<file path="src/design/rmcs_pkg.sv">
// Package for the road mask centerline scan core.
// Holds sizes, register indexes, reset values, the result record and the size clamp.
// No dependencies.
package rmcs_pkg;

  localparam int MAX_DIM_BITS = 12;
  localparam int DIM_W        = MAX_DIM_BITS;
  localparam int LEN_W        = DIM_W + 1;
  localparam int CFG_DIM_W    = 13;
  localparam int CMP_W        = (LEN_W > CFG_DIM_W) ? LEN_W : CFG_DIM_W;
  localparam int MAX_DIM      = 1 << MAX_DIM_BITS;

  localparam int LABEL_W      = 8;
  localparam int STEP_W       = 8;
  localparam int MIN_W_W      = 12;
  localparam int SPAN_CMP_W   = (DIM_W > MIN_W_W) ? DIM_W : MIN_W_W;
  localparam int APP_W        = 32;
  localparam int TOTAL_W      = 2 * DIM_W + 1;
  localparam int PROD_W       = TOTAL_W + APP_W;

  localparam int CENTRE_W     = 13;
  localparam int ROW_IDX_W    = 12;
  localparam int AREA_W       = 56;
  localparam int OUT_DATA_W   = 88;
  localparam int IN_DATA_W    = 8;

  localparam int REG_ADDR_W   = 3;
  localparam int REG_DATA_W   = 32;

  localparam logic [REG_ADDR_W-1:0] REG_ROAD_CLASS     = 3'd0;
  localparam logic [REG_ADDR_W-1:0] REG_FRAME_WIDTH    = 3'd1;
  localparam logic [REG_ADDR_W-1:0] REG_FRAME_HEIGHT   = 3'd2;
  localparam logic [REG_ADDR_W-1:0] REG_ROW_STEP       = 3'd3;
  localparam logic [REG_ADDR_W-1:0] REG_MIN_WIDTH      = 3'd4;
  localparam logic [REG_ADDR_W-1:0] REG_AREA_PER_PIXEL = 3'd5;

  localparam int RESET_WIDTH   = 640;
  localparam int RESET_HEIGHT  = 480;
  localparam int RESET_STEP    = 10;
  localparam int RESET_MIN_W   = 10;
  localparam int RESET_APP     = 65536;
  localparam int RESET_H_CLAMP = (RESET_HEIGHT > MAX_DIM) ? MAX_DIM : RESET_HEIGHT;
  localparam int RESET_PHASE   = (RESET_H_CLAMP - 1) % RESET_STEP;

  localparam logic KIND_POINT = 1'b0;
  localparam logic KIND_AREA  = 1'b1;

  localparam int FIFO_DEPTH = 4;
  localparam int FIFO_PTR_W = 2;
  localparam int FIFO_CNT_W = 3;

  typedef struct packed {
    logic                 kind;
    logic [CENTRE_W-1:0]  centre_twice;
    logic [ROW_IDX_W-1:0] row_index;
    logic [AREA_W-1:0]    road_area;
    logic                 frame_last;
  } result_t;

  function automatic logic [LEN_W-1:0] clamp_dim(input logic [CFG_DIM_W-1:0] v);
    logic [CMP_W-1:0] ext;
    ext = CMP_W'(v);
    if (ext == '0) begin
      return LEN_W'(1);
    end else if (ext > CMP_W'(MAX_DIM)) begin
      return LEN_W'(MAX_DIM);
    end
    return LEN_W'(ext);
  endfunction

endpackage

</file>
<file path="src/design/road_mask_centerline_scan_core.sv">
// Road mask centerline scan core: per-pixel road test, row span tracking,
// centre point and frame area results. Depends on rmcs_pkg.
//
// Takes one class-label pixel per clock in raster order into the s1 input register and writes
// each result from there into a four-entry result queue. The input stalls only when
// the queue has fewer than two free entries (the last row of a frame can give a point and
// the area result from one pixel) or while the sampling phase is recomputed: after any
// write to frame_height or row_step, a bit-serial remainder unit runs its LOAD0, RUN0,
// LOAD1 and RUN1 states, during which no pixel is taken or processed. Reset loads the
// phase for the reset values directly. Configuration writes take effect on every pixel
// not yet processed.
module road_mask_centerline_scan_core (
  input  logic                                  clk,
  input  logic                                  rst,
  input  logic                                  cfg_wr_en,
  input  logic [rmcs_pkg::REG_ADDR_W-1:0]       cfg_addr,
  input  logic [rmcs_pkg::REG_DATA_W-1:0]       cfg_data,
  input  logic                                  s_axis_tvalid,
  output logic                                  s_axis_tready,
  input  logic [rmcs_pkg::IN_DATA_W-1:0]        s_axis_tdata,  // [7:0] class_label
  output logic                                  m_axis_tvalid,
  input  logic                                  m_axis_tready,
  // [12:0] centre_twice, [24:13] row_index, [80:25] road_area, [87:81] zero
  output logic [rmcs_pkg::OUT_DATA_W-1:0]       m_axis_tdata,
  output logic                                  m_axis_tuser,  // [0] kind
  output logic                                  m_axis_tlast   // frame_last
);
  import rmcs_pkg::*;

  localparam logic [2:0] DIV_IDLE  = 3'd0;
  localparam logic [2:0] DIV_LOAD0 = 3'd1;
  localparam logic [2:0] DIV_RUN0  = 3'd2;
  localparam logic [2:0] DIV_LOAD1 = 3'd3;
  localparam logic [2:0] DIV_RUN1  = 3'd4;
  localparam int         CNT_W     = $clog2(DIM_W);

  logic [LABEL_W-1:0]   road_class;
  logic [CFG_DIM_W-1:0] frame_width;
  logic [CFG_DIM_W-1:0] frame_height;
  logic [STEP_W-1:0]    row_step;
  logic [MIN_W_W-1:0]   min_width;
  logic [APP_W-1:0]     area_per_pixel;

  logic [DIM_W-1:0]     column_count;
  logic [DIM_W-1:0]     row_count;
  logic [DIM_W-1:0]     first_column;
  logic [DIM_W-1:0]     last_column;
  logic                 span_seen;
  logic [TOTAL_W-1:0]   road_pixel_total;
  logic [STEP_W-1:0]    row_phase;
  logic [STEP_W-1:0]    frame_phase;

  logic                 s1_valid;
  logic [LABEL_W-1:0]   s1_label;

  result_t              fifo [FIFO_DEPTH];
  logic [FIFO_PTR_W-1:0] wr_ptr;
  logic [FIFO_PTR_W-1:0] rd_ptr;
  logic [FIFO_CNT_W-1:0] count;

  logic [2:0]           div_state;
  logic [DIM_W-1:0]     div_shift;
  logic [STEP_W-1:0]    rem;
  logic [CNT_W-1:0]     bit_cnt;

  logic [LEN_W-1:0]     width_len;
  logic [LEN_W-1:0]     height_len;
  logic [STEP_W-1:0]    divisor;
  logic                 busy;
  logic                 room;
  logic                 s1_go;
  logic                 pop;
  logic                 is_road;
  logic [DIM_W-1:0]     first_upd;
  logic [DIM_W-1:0]     last_upd;
  logic                 seen_upd;
  logic [TOTAL_W-1:0]   total_upd;
  logic                 row_end;
  logic                 frame_end;
  logic                 in_range;
  logic                 lower_half;
  logic                 sampled;
  logic [DIM_W-1:0]     span;
  logic                 point;
  logic [PROD_W-1:0]    product;
  result_t              point_res;
  result_t              area_res;
  logic [FIFO_CNT_W-1:0] n_push;
  logic [STEP_W:0]      trial;
  logic [STEP_W-1:0]    rem_next;
  logic                 div_last;
  logic [DIM_W-1:0]     dividend1;

  assign width_len  = clamp_dim(frame_width);
  assign height_len = clamp_dim(frame_height);
  assign divisor    = (row_step == '0) ? STEP_W'(1) : row_step;
  assign busy       = (div_state != DIV_IDLE);
  assign room       = (count <= FIFO_CNT_W'(FIFO_DEPTH - 2));
  assign s1_go      = s1_valid && room && !busy;
  assign s_axis_tready = !busy && (!s1_valid || room);
  assign pop        = m_axis_tvalid && m_axis_tready;

  always_comb begin
    is_road    = (s1_label == road_class);
    first_upd  = (is_road && !span_seen) ? column_count : first_column;
    last_upd   = is_road ? column_count : last_column;
    seen_upd   = span_seen || is_road;
    total_upd  = road_pixel_total + TOTAL_W'(is_road);
    row_end    = (LEN_W'(column_count) + LEN_W'(1)) >= width_len;
    frame_end  = row_end && ((LEN_W'(row_count) + LEN_W'(1)) >= height_len);
    in_range   = LEN_W'(row_count) <= (height_len - LEN_W'(1));
    lower_half = {row_count, 1'b0} > height_len;
    sampled    = in_range && (row_phase == '0) && lower_half;
    span       = last_upd - first_upd;
    point      = row_end && sampled && seen_upd &&
                 (SPAN_CMP_W'(span) > SPAN_CMP_W'(min_width));
    product    = PROD_W'(total_upd) * PROD_W'(area_per_pixel);

    point_res              = '0;
    point_res.kind         = KIND_POINT;
    point_res.centre_twice = CENTRE_W'(LEN_W'(first_upd) + LEN_W'(last_upd));
    point_res.row_index    = ROW_IDX_W'(row_count);

    area_res            = '0;
    area_res.kind       = KIND_AREA;
    area_res.road_area  = AREA_W'(product);
    area_res.frame_last = 1'b1;

    n_push = '0;
    if (s1_go) begin
      n_push = FIFO_CNT_W'(point) + FIFO_CNT_W'(frame_end);
    end
  end

  always_comb begin
    trial     = {rem, div_shift[DIM_W-1]};
    rem_next  = (trial >= {1'b0, divisor}) ? STEP_W'(trial - {1'b0, divisor})
                                           : STEP_W'(trial);
    div_last  = (bit_cnt == CNT_W'(DIM_W - 1));
    dividend1 = in_range ? DIM_W'(height_len - LEN_W'(1) - LEN_W'(row_count)) : '0;
  end

  always_ff @(posedge clk) begin
    if (rst) begin
      road_class     <= '0;
      frame_width    <= CFG_DIM_W'(RESET_WIDTH);
      frame_height   <= CFG_DIM_W'(RESET_HEIGHT);
      row_step       <= STEP_W'(RESET_STEP);
      min_width      <= MIN_W_W'(RESET_MIN_W);
      area_per_pixel <= APP_W'(RESET_APP);
    end else if (cfg_wr_en) begin
      case (cfg_addr)
        REG_ROAD_CLASS:     road_class     <= cfg_data[LABEL_W-1:0];
        REG_FRAME_WIDTH:    frame_width    <= cfg_data[CFG_DIM_W-1:0];
        REG_FRAME_HEIGHT:   frame_height   <= cfg_data[CFG_DIM_W-1:0];
        REG_ROW_STEP:       row_step       <= cfg_data[STEP_W-1:0];
        REG_MIN_WIDTH:      min_width      <= cfg_data[MIN_W_W-1:0];
        REG_AREA_PER_PIXEL: area_per_pixel <= cfg_data[APP_W-1:0];
        default: ;
      endcase
    end
  end

  always_ff @(posedge clk) begin
    if (rst) begin
      div_state   <= DIV_IDLE;
      frame_phase <= STEP_W'(RESET_PHASE);
      bit_cnt     <= '0;
    end else if (cfg_wr_en &&
                 (cfg_addr == REG_FRAME_HEIGHT || cfg_addr == REG_ROW_STEP)) begin
      div_state <= DIV_LOAD0;
    end else begin
      case (div_state)
        DIV_LOAD0: begin
          div_shift <= DIM_W'(height_len - LEN_W'(1));
          rem       <= '0;
          bit_cnt   <= '0;
          div_state <= DIV_RUN0;
        end
        DIV_LOAD1: begin
          div_shift <= dividend1;
          rem       <= '0;
          bit_cnt   <= '0;
          div_state <= DIV_RUN1;
        end
        DIV_RUN0, DIV_RUN1: begin
          rem       <= rem_next;
          div_shift <= div_shift << 1;
          bit_cnt   <= bit_cnt + CNT_W'(1);
          if (div_last) begin
            if (div_state == DIV_RUN0) begin
              frame_phase <= rem_next;
              div_state   <= DIV_LOAD1;
            end else begin
              div_state   <= DIV_IDLE;
            end
          end
        end
        default: div_state <= DIV_IDLE;
      endcase
    end
  end

  always_ff @(posedge clk) begin
    if (rst) begin
      s1_valid <= 1'b0;
    end else if (s_axis_tready) begin
      s1_valid <= s_axis_tvalid;
    end else if (s1_go) begin
      s1_valid <= 1'b0;
    end
  end

  always_ff @(posedge clk) begin
    if (s_axis_tready && s_axis_tvalid) begin
      s1_label <= s_axis_tdata[LABEL_W-1:0];
    end
  end

  always_ff @(posedge clk) begin
    if (rst) begin
      column_count     <= '0;
      row_count        <= '0;
      first_column     <= '0;
      last_column      <= '0;
      span_seen        <= 1'b0;
      road_pixel_total <= '0;
      row_phase        <= STEP_W'(RESET_PHASE);
    end else if ((div_state == DIV_RUN1) && div_last) begin
      row_phase <= rem_next;
    end else if (s1_go) begin
      if (row_end) begin
        column_count <= '0;
        first_column <= '0;
        last_column  <= '0;
        span_seen    <= 1'b0;
        if (frame_end) begin
          row_count        <= '0;
          road_pixel_total <= '0;
          row_phase        <= frame_phase;
        end else begin
          row_count        <= row_count + DIM_W'(1);
          road_pixel_total <= total_upd;
          row_phase        <= (row_phase == '0) ? divisor - STEP_W'(1)
                                                : row_phase - STEP_W'(1);
        end
      end else begin
        column_count     <= column_count + DIM_W'(1);
        first_column     <= first_upd;
        last_column      <= last_upd;
        span_seen        <= seen_upd;
        road_pixel_total <= total_upd;
      end
    end
  end

  always_ff @(posedge clk) begin
    if (s1_go && point) begin
      fifo[wr_ptr] <= point_res;
    end
    if (s1_go && frame_end) begin
      fifo[point ? wr_ptr + FIFO_PTR_W'(1) : wr_ptr] <= area_res;
    end
  end

  always_ff @(posedge clk) begin
    if (rst) begin
      wr_ptr <= '0;
      rd_ptr <= '0;
      count  <= '0;
    end else begin
      wr_ptr <= wr_ptr + FIFO_PTR_W'(n_push);
      if (pop) begin
        rd_ptr <= rd_ptr + FIFO_PTR_W'(1);
      end
      count <= count + n_push - FIFO_CNT_W'(pop);
    end
  end

  assign m_axis_tvalid = (count != '0);
  assign m_axis_tuser  = fifo[rd_ptr].kind;
  assign m_axis_tlast  = fifo[rd_ptr].frame_last;
  assign m_axis_tdata  = OUT_DATA_W'({fifo[rd_ptr].road_area,
                                      fifo[rd_ptr].row_index,
                                      fifo[rd_ptr].centre_twice});

  a_queue_bound: assert property (@(posedge clk) disable iff (rst)
    count <= FIFO_CNT_W'(FIFO_DEPTH))
    else $error("result queue overfilled");

  a_phase_range: assert property (@(posedge clk) disable iff (rst)
    (div_state == DIV_IDLE) |-> (row_phase < divisor && frame_phase < divisor))
    else $error("sampling phase out of range");

  a_frame_clear: assert property (@(posedge clk) disable iff (rst)
    (s1_go && frame_end) |=> (row_count == '0 && road_pixel_total == '0))
    else $error("frame counters not cleared at frame end");

  a_span_order: assert property (@(posedge clk) disable iff (rst)
    span_seen |-> (first_column <= last_column))
    else $error("road span inverted");

endmodule

</file>
<file path="config.mk">
export PLATFORM = sky130hd
export DESIGN_NAME = road_mask_centerline_scan_core
export DESIGN_NICKNAME = d
export VERILOG_FILES = /design/src/design/rmcs_pkg.sv /design/src/design/road_mask_centerline_scan_core.sv
export SDC_FILE = /design/constraint.sdc
export NUM_CORES = 2
export LEC_CHECK = 0
export ABC_AREA = 1
export BUFFER_PORTS_ARGS = -buffer_cell sky130_fd_sc_hd__buf_2
export CAP_MARGIN = 20
export CORE_ASPECT_RATIO = 0.75
export CORE_UTILIZATION = 38
export CTS_BUF_LIST = sky130_fd_sc_hd__clkbuf_2
export DETAILED_ROUTE_END_ITERATION = 7
export SLEW_MARGIN = 20
export SYNTH_ARGS = -nofsm -noshare
export SYNTH_HDL_FRONTEND = slang
export SYNTH_SLANG_ARGS = --single-unit
</file>
<file path="constraint.sdc">
create_clock -name clk -period 22.8 [get_ports clk]
set_clock_uncertainty 0.1 [all_clocks]
set_input_delay 5.7 -clock clk [delete_from_list [all_inputs] [get_ports clk]]
set_output_delay 5.7 -clock clk [all_outputs]
set_load 0.005 [all_outputs]
</file>
==> impl_metrics.env <==
export IMPL_placed_area_um2=55600
export IMPL_drtAntennaViolNets=0
export IMPL_nFillCells=13968
export IMPL_p_leak_nw=26.1
export IMPL_start_kind="flip-flop"
export IMPL_place_inst=8383
export IMPL_setup_violations=0
export IMPL_syn_to_final_growth_pct=6.88
export IMPL_fin_area_um2=57000
export IMPL_dieArea_um2=142000
export IMPL_power_frac_clock=0.337
export IMPL_ys_flop_type="dfxtp_1"
export IMPL_switching_share=0.346
export IMPL_synthCells=6623
export IMPL_min_period_ns=11.13
export IMPL_routed_wl_um=174000
export IMPL_grt_pass1_wl_um=268000
export IMPL_drt_first_iter_violations=4123
export IMPL_synth_edf_count=252
export IMPL_drc=0
export IMPL_drive_gt1_frac=0.0917
export IMPL_clockBufferDepth=3
export IMPL_postSynth_asyncResetShare=0
export IMPL_dp_hpwl_um=127000
export IMPL_vias=44748
export IMPL_hold_viol_final=0
export IMPL_die_x_um=435
export IMPL_cts_buffers=155
export IMPL_post_synth_num_cell_types=58
export IMPL_first_pass_iters=6
export IMPL_antenna_found_initial=5
export IMPL_cpMostUsedCell="fa_1"
export IMPL_port_buffers=132
export IMPL_multi_input_area_um2=33700
export IMPL_cts_tree="built"
export IMPL_register_area_um2=13500
export IMPL_io_pins=140
export IMPL_synth_largest_area_cell="fa_1"
export IMPL_critPathKind="reg2reg"
export IMPL_syn_area_um2=53400
export IMPL_grt_usage=0.244
export IMPL_intPower_mw=1.46
export IMPL_cts_hold_buffers=0
export IMPL_status="finished, final reports clean"
export IMPL_yosysSeqAreaShare=0.253
export IMPL_drv_cap=0
export IMPL_required_ns=23.80
export IMPL_postCtsSetupBuffers=0
export IMPL_period_share=0.488
export IMPL_worstSkewPairLatency_ns=1.53
export IMPL_worst_setup_path_end_kind="flip-flop"
export IMPL_worstMarginPinSlew_ns=1.15
export IMPL_initial_utilization=0.385
export IMPL_grt_overflow=0
export IMPL_setup_tns_ns=0
export IMPL_crit_path_max_incr_delay_ns=0.69
export IMPL_coreArea_um2=139000
export IMPL_routed_via_density=5.17
export IMPL_instances_no_fill=8659
export IMPL_yosysWarnings=0
export IMPL_clock_sinks=549
export IMPL_avgSynthCellArea_um2=8.06
export IMPL_routedWlPerCell_um=20.0
export IMPL_power_frac_seq=0.471
export IMPL_grt_setup_unrepaired="no"
export IMPL_relSlewSlack=0.233
export IMPL_htree_num_levels=4
export IMPL_cts_resized=0
export IMPL_cp_max_fo=25
export IMPL_fin_nets=7726
export IMPL_chipHeight_um=327
export IMPL_drv_slew=0
export IMPL_p_per_area_nw_per_um2=39.1
export IMPL_gp_congestion=0.981
export IMPL_critical_path_arrival_ns=12.13
export IMPL_worstHoldPathType="reg2reg"
export IMPL_synth_top_cell_area_share=0.259
export IMPL_clock_root_buffer="clkbuf_2"
export IMPL_synthTopCellsByArea="fa_1, edfxtp_1, dfxtp_1, nand2_1, inv_1"
export IMPL_row_count=118
export IMPL_fmax_mhz=89.9
export IMPL_power_frac_comb=0.192
export IMPL_switchingPower_mw=0.771
export IMPL_grt_max_degree=91
export IMPL_peakVddDrop_mv=0.0380
export IMPL_clkTransAtPathRegs_ns=0.10
export IMPL_synth_seq_cells=549
export IMPL_slowest_stage="nand2_1"
export IMPL_grt_pass1_vias=44763
## cell usage after synthesis (all sizes together), types with 5 or more instances
library cell / number
or2: 24
fa: 691
nand4: 43
o21a: 10
nand2: 1319
a31oi: 20
o21ai: 410
nor4: 11
xnor2: 32
inv: 1280
edfxtp: 252
clkinv: 13
nand3: 84
a21o: 13
buf: 69
a211oi: 6
a21boi: 5
nor3: 39
nor2: 888
o211ai: 30
a21oi: 318
clkbuf: 234
ha: 306
and2: 16
xor2: 76
dfxtp: 297
o22ai: 89
o21bai: 10
## metrics by stage
| stage | hold WS (ns) | utilization | power (mW) | setup slack [ns] |
|---|---|---|---|---|
| finish | 0.353 | 0.411 | 2.23 | 11.67 |
| global route | 0.369 | 0.411 | 2.35 | 10.93 |
| CTS | 0.355 | 0.411 | 2.26 | 11.69 |
| detailed placement | 0.337 | 0.401 | 1.50 | 11.72 |
| global placement | 0.338 | 0.401 | 1.50 | 11.63 |
| floorplan | 0.321 | - | 1.30 | 14.56 |
## power groups by stage
stage / Sequential [mW] / Combinational [mW] / Clock [mW]
6_report: 1.05 / 0.429 / 0.751
3_5_place_dp: 1.07 / 0.431 / 0
2_1_floorplan: 1.06 / 0.242 / 0
5_1_grt: 1.05 / 0.470 / 0.823
3_3_place_gp: 1.07 / 0.426 / 0
4_1_cts: 1.05 / 0.432 / 0.775
## state kept, by name (all words and copies together) (netlist names), 4 cells and up, named ones only
name and count:
road_class 8, row_phase 8, bit_cnt 4, fifo 328, frame_height 13, rem 8, s1_label 8, frame_width 13
area_per_pixel 32, frame_phase 8, min_width 12, first_column 12, row_count 12, div_shift 12, last_column 12, row_step 8
road_pixel_total 25, column_count 12
## metal layers
| layer | up-vias | wire length, um | share of wire | global-route usage |
|---|---|---|---|---|
| met3 | 250 | 17600 | 0.10 | 0.0565 |
| met1 | 21972 | 79000 | 0.46 | 0.353 |
| met5 | - | 36 | 0.00021 | 0 |
| met2 | 1998 | 72700 | 0.42 | 0.362 |
| li1 | 20524 | - | - | - |
| met4 | 4 | 4140 | 0.024 | 0.0731 |
## placed cells by master, fill, tap and decap left out, types with 11 or more instances in the layout
master	netlist	routed
nand2_1	1307	1301
inv_1	1260	1257
nor2_1	798	795
fa_1	691	691
o21ai_0	395	395
a21oi_1	318	318
ha_1	306	305
dfxtp_1	297	294
edfxtp_1	252	252
clkbuf_2	0	228
buf_2	23	132
o22ai_1	89	89
nor2_2	84	87
xor2_1	76	76
nand3_1	75	74
buf_4	18	64
nand4_1	42	42
nor3_1	38	38
clkinv_1	13	33
xnor2_1	32	32
o211ai_1	27	27
or2_2	24	24
inv_2	20	22
a31oi_1	20	20
nand2_2	11	17
and2_1	16	16
o21ai_1	15	15
a21o_1	13	13
nor4_1	11	11
## kinds of logic (layout without fill, tap and decap cells)
| kind of cell | Yosys count | count (layout) | share of synthesized area |
|---|---|---|---|
| other cells | 1 | 14 | 0.0000703 |
| buf+inv | 1596 | 1759 | 0.116 |
| flops | 549 | 549 | 0.253 |
| fa+ha+maj | 997 | 997 | 0.331 |
| compound gates | 937 | 937 | 0.0958 |
| simple gates | 2435 | 2435 | 0.186 |
| xor+xnor | 108 | 108 | 0.0177 |
## worst paths after layout
check	from	to	slack, ns	cells past startpoint
max	s1_label[4]$_DFFE_PP_	fifo[2][38]$_DFFE_PP_	11.67	37
min	fifo[1][0]$_SDFFE_PP1P_	fifo[1][0]$_SDFFE_PP1P_	0.35	2
max reg2reg	s1_label[4]$_DFFE_PP_	fifo[2][38]$_DFFE_PP_	11.67	37
min reg2reg	fifo[1][0]$_SDFFE_PP1P_	fifo[1][0]$_SDFFE_PP1P_	0.35	2
## final cells by class
class / instances / share of cell area
diodes: 7 / 0.000307
clock buffers: 228 / 0.0200
clock inverters: 40 / 0.00491
inverters: 1293 / 0.0852
multi-input cells: 4484 / 0.591
flip-flops and latches: 549 / 0.237
well taps: 1860 / 0.0408
repair buffers: 198 / 0.0207
## worst max-delay path: cells and delay by family (launching register included)
kind                       cells  cell delay (ns)
AOI/OAI and AO/OA              8             1.81
xor gates and xnor gates       1             0.56
adders and majority gates     10             4.14
buffers and inverters          6             1.10
DFF                            1             0.37
and+or+nand+nor               12             2.71
Note: power is estimated with default switching activity, not from simulation.
